--- src/rtl/core/smp_pkg.sv ---
`default_nettype none

package smp_pkg;

    localparam int CountWidth = 16;
    localparam int CfgIndexWidth = 2;

    localparam logic [CountWidth-1:0] CountMax = '1;

    localparam logic [CfgIndexWidth-1:0] CFG_TICKS_PER_MINUTE = 2'd0;
    localparam logic [CfgIndexWidth-1:0] CFG_PULSE_TICKS      = 2'd1;
    localparam logic [CfgIndexWidth-1:0] CFG_GAP_TICKS        = 2'd2;
    localparam logic [CfgIndexWidth-1:0] CFG_DEBOUNCE_TICKS   = 2'd3;

    localparam logic [CountWidth-1:0] TicksPerMinuteReset = 16'd60000;
    localparam logic [CountWidth-1:0] PulseTicksReset     = 16'd200;
    localparam logic [CountWidth-1:0] GapTicksReset       = 16'd1000;
    localparam logic [CountWidth-1:0] DebounceTicksReset  = 16'd100;
    localparam logic [CountWidth-1:0] PulseTicksMin       = 16'd2;

    typedef logic [CountWidth-1:0] count_t;

    typedef struct packed {
        logic clean;
        logic released;
    } debounce_status_t;

endpackage

`default_nettype wire

--- src/rtl/core/smp_debounce.sv ---
`default_nettype none

module smp_debounce
    import smp_pkg::*;
(
    input  wire logic             clk,
    input  wire logic             rst_n,
    input  wire logic             step,
    input  wire logic             raw,
    input  wire count_t           debounce_ticks,
    output debounce_status_t      status
);

    logic   last_raw_reg;
    logic   last_raw_next;
    count_t stable_count_reg;
    count_t stable_count_next;
    logic   button_now_reg;
    logic   button_now_next;
    logic   level_accepted;

    always_comb
    begin
        if (raw == last_raw_reg)
        begin
            if (stable_count_reg < debounce_ticks)
            begin
                stable_count_next = stable_count_reg + count_t'(1);
            end
            else
            begin
                stable_count_next = stable_count_reg;
            end
        end
        else
        begin
            stable_count_next = '0;
        end
        last_raw_next = raw;
        level_accepted = (stable_count_next >= debounce_ticks);
        button_now_next = level_accepted ? raw : button_now_reg;
        status.released = level_accepted && button_now_reg && !raw;
        status.clean = button_now_next;
    end

    always_ff @(posedge clk or negedge rst_n)
    begin
        if (!rst_n)
        begin
            last_raw_reg <= 1'b0;
            stable_count_reg <= '0;
            button_now_reg <= 1'b0;
        end
        else if (step)
        begin
            last_raw_reg <= last_raw_next;
            stable_count_reg <= stable_count_next;
            button_now_reg <= button_now_next;
        end
    end

endmodule

`default_nettype wire
--- config.mk ---
export PLATFORM = sky130hd
export DESIGN_NAME = smp_debounce
export DESIGN_NICKNAME = d
export VERILOG_FILES = /design/src/rtl/core/smp_pkg.sv /design/src/rtl/core/smp_debounce.sv
export SDC_FILE = /design/constraint.sdc
export NUM_CORES = 1
export LEC_CHECK = 0
export BUFFER_PORTS_ARGS = -buffer_cell sky130_fd_sc_hd__buf_2
export CAP_MARGIN = 5
export CELL_PAD_IN_SITES_DETAIL_PLACEMENT = 2
export CELL_PAD_IN_SITES_GLOBAL_PLACEMENT = 2
export CORE_AREA = 8 8 85 95
export DETAILED_ROUTE_END_ITERATION = 16
export DIE_AREA = 0 0 93 103
export PLACE_DENSITY_LB_ADDON = 0.1
export SYNTH_ARGS = -nofsm -noshare
export SYNTH_HDL_FRONTEND = slang
export SYNTH_SLANG_ARGS = --single-unit
--- constraint.sdc ---
create_clock -name clk -period 5.4 [get_ports clk]
set_input_delay 1.08 -clock clk [delete_from_list [all_inputs] [get_ports clk]]
set_output_delay 1.08 -clock clk [all_outputs]
set_load 0.02 [all_outputs]
==> impl_metrics.csv <==
group,metric,value,unit
route,drc,0,
route,routedWlPerCell,19.5,um
power_and_ir_drop,pwr-share-clk,19.0,%
cts,numCtsBuffers,3,
sta,slew_headroom,62.6,%
global_route,grt_max_degree,19,
setup_path,crit_start,"debounce_ticks[10]",
layout,final_cell_mix,"buf_4 (35), nand2_1 (22), nand3_1 (20), ha_1 (20), buf_2 (19)",
setup_path,r2r-end,"button_now_reg$_DFFE_PN0P_",
placement,dpl.hpwl,5610,um
power_and_ir_drop,p_leak,0.00127,uW
setup_path,worst_setup_path_start_kind,"input port",
outcome,status,"finished with violations",
floorplan,dieHeight,103,um
setup_path,ff2ff_setup_slack,1.66,ns
power_and_ir_drop,p_switching,255,uW
cts,clk_latency,0.26,ns
floorplan,die-area,9580,um^2
setup_path,crit_required,4.32,ns
cts,cts.sinks,18,
layout,final_common_cell,"buf_4",
cts,cts_max_level,1,
power_and_ir_drop,ir_worst_vdd,0.000104,V
cts,ctsHoldBuffers,0,
setup_path,reg2reg_depth,13,
cts,tritoncts,"built",
route,viasPerCell,5.54,
sta,clock_skew,0.00656,ns
logic_synthesis,syn-cell-area,2020,um^2
setup_path,arrival,4.33,ns
setup_path,r2r-start,"stable_count_reg[1]$_DFFE_PN0P_",
logic_synthesis,ys_seq_area_share,22.3,%
floorplan,num_io_pins,22,
logic_synthesis,ys.flop_type,"dfrtp_1",
sta,rsz0062_at_grt,"true",
logic_synthesis,synth_top_cell_by_area,"dfrtp_1",
setup_path,cp_slowest_cell,"a211o_1",
logic_synthesis,ys_ff_latch,18,
power_and_ir_drop,p_per_area,227,nW/um^2
placement,place.gp.congestion,0.826,
layout,largest_reg_flops,16,
job,cap_viol_max_count,0,
setup_path,critPathKind,"in -> out",
route,vias,2123,
floorplan,fp.dieW,93,um
sta,final.min_clock_period,5.41,ns
global_route,antenna_found_initial,0,
layout,nNetsFinal,354,
logic_synthesis,avgSynthCellArea,8.22,um^2
layout,num_antenna_cells,0,
layout,drive_gt1_share,34.6,%
power_and_ir_drop,comb_power_share,46.3,%
placement,port_buffers,21,
sta,whs,0.550,ns
sta,slew_viol_final,0,
sta,setup_violations,1,
floorplan,coreArea,6440,um^2
sta,hold_viol,0,
global_route,grt.total_usage,15.8,%
worst_hold_path,hold_class,"reg -> reg",
setup_path,critPathMaxFanout,5,
sta,post-route-period-util,100,%
cts,clk_pin_slew,0.08,ns
route,drt_iter0_markers,52,
logic_synthesis,synth-edff-count,0,
logic_synthesis,synth_area_leaders,"dfrtp_1 (22%), ha_1 (20%), nand3_1 (5.2%)",
logic_synthesis,synthArstFlopShare,100,%
sta,worst_slew_pin_slew,0.560,ns
outcome,violations,"setup timing",
power_and_ir_drop,swShare,40.9,%
route,firstDrtPassIters,4,
floorplan,initial_core_util,31.4,%
logic_synthesis,synth-warning-count,0,
setup_path,cpPeakStageDelay,0.34,ns
logic_synthesis,synth_fp_nets,298,
route,ant_nets,0,
setup_path,crit_path_end,"status[1]",
sta,max_freq,185,MHz
logic_synthesis,synth_top_cell_area_share,22.3,%
layout,area_growth,36.2,%
floorplan,rows,31,
power_and_ir_drop,seqPwrFrac,34.7,%
cts,clock_path_buffers,2,
setup_path,path_cells,"buf_2 -> inv_1 -> ha_1 -> nand4_1 -> buf_4 -> a311oi_4 -> a31oi_4 -> nand3_2 -> buf_6 -> nor3_1 -> or2_4 -> ha_4 -> a211o_1 -> a31oi_2 -> o31ai_2 -> a211o_1 -> mux2_4 -> buf_6",
global_route,grt_pass1_wl,12000,um
sta,finalWorstSetupSlack,-0.0118,ns
logic_synthesis,synth_cell_types,45,
power_and_ir_drop,power.internal,369,uW
sta,fin_setup_tns,-0.0118,ns
setup_path,cp-end-kind,"primary output",
global_route,grt_pass1_vias,2417,
global_route,overflow,0,
logic_synthesis,synthCells,246,
route,drt-total-wl,7460,um
cts,ctsRootBufferMaster,"clkbuf_8",
## routing by layer
metal | track usage (%) | wire [um] | vias to the layer above
li1 | - | - | 1036
met1 | 18.6 | 3250 | 1061
met2 | 30.1 | 4030 | 20
met3 | 0.874 | 82 | 6
met4 | 4.22 | 91 | 0
met5 | 0 | 0 | -
## repair_timing
action / 4_1_cts / 5_1_grt
buffers inserted: 5 / 2
resized for setup: 26 / 21
setup endpoints to repair: 2 / 2
pin swaps: 24 / 19
## Yosys cell counts (2+ instances only)
library cell  instances
o21ai_0               9
ha_1                 32
and3_1                4
o311ai_1              5
nor2_1               12
o31ai_1               5
a211o_1               3
nand3_1              21
and2_1                3
xor2_1                4
buf_2                 2
nand2_1              23
o211ai_1              9
nand2b_1              4
or4_1                 9
nand4_1              12
clkbuf_1              4
a21oi_1              12
nor3_1                2
xnor2_1               4
dfrtp_1              18
a31oi_1               3
inv_1                21
mux2_2                4
## critical path, delay by kind of cell
| family | cells | cell delay (ns) |
|---|---|---|
| buf+inv | 5 | 0.53 |
| compound gates | 6 | 1.32 |
| mux | 1 | 0.31 |
| simple gates | 4 | 0.54 |
| fa+ha+maj | 2 | 0.53 |
## layout make-up
cell class / instances / area [um^2]
fillers: 734 / 3680
multi-input cells: 198 / 1650
flip-flops and latches: 18 / 450
repair buffers: 59 / 414
well taps: 82 / 103
inverters: 22 / 85.1
clock buffers: 4 / 55.1
## kinds of logic after synthesis
| family | after synthesis | share of synthesized area (%) |
|---|---|---|
| AND/OR/NAND/NOR | 97 | 25.7 |
| AO/OA/AOI/OAI | 57 | 20.3 |
| adder cells (fa/ha/maj) | 32 | 19.8 |
| buffers and inverters | 30 | 6.25 |
| flip-flops | 18 | 22.3 |
| XOR/XNOR | 8 | 3.46 |
| multiplexers | 4 | 2.23 |
## worst min-delay path by stage
stage	start	end	slack, ns	cells past startpoint
3_3_place_gp	button_now_reg$_DFFE_PN0P_	button_now_reg$_DFFE_PN0P_	0.50	1
5_1_grt	button_now_reg$_DFFE_PN0P_	button_now_reg$_DFFE_PN0P_	0.57	1
6_report	button_now_reg$_DFFE_PN0P_	button_now_reg$_DFFE_PN0P_	0.55	1
4_1_cts	button_now_reg$_DFFE_PN0P_	button_now_reg$_DFFE_PN0P_	0.56	1
3_5_place_dp	button_now_reg$_DFFE_PN0P_	button_now_reg$_DFFE_PN0P_	0.53	1
2_1_floorplan	button_now_reg$_DFFE_PN0P_	button_now_reg$_DFFE_PN0P_	0.49	1
## power by group through the flow
| stage | logic [uW] | registers [uW] | clock network [uW] |
|---|---|---|---|
| global route | 323 | 223 | 126 |
| finish | 289 | 217 | 118 |
| floorplan | 155 | 195 | 0 |
| detailed placement | 234 | 215 | 0 |
| global placement | 225 | 211 | 0 |
| CTS | 267 | 216 | 123 |
## stage by stage
| stage | cells | area, um^2 | utilization, % | setup slack (ns) | total power (uW) |
|---|---|---|---|---|---|
| finish | 383 | 2760 | 42.8 | -0.0118 | 624 |
| global route | 383 | 2760 | 42.8 | -0.139 | 672 |
| CTS | 381 | 2650 | 41.1 | 0.000393 | 606 |
| detailed placement | 372 | 2420 | 37.6 | -0.199 | 449 |
| global placement | 372 | 2420 | 37.6 | -0.109 | 436 |
| floorplan | 246 | 2020 | - | 0.139 | 350 |
Note: power is estimated with default switching activity, not from simulation.
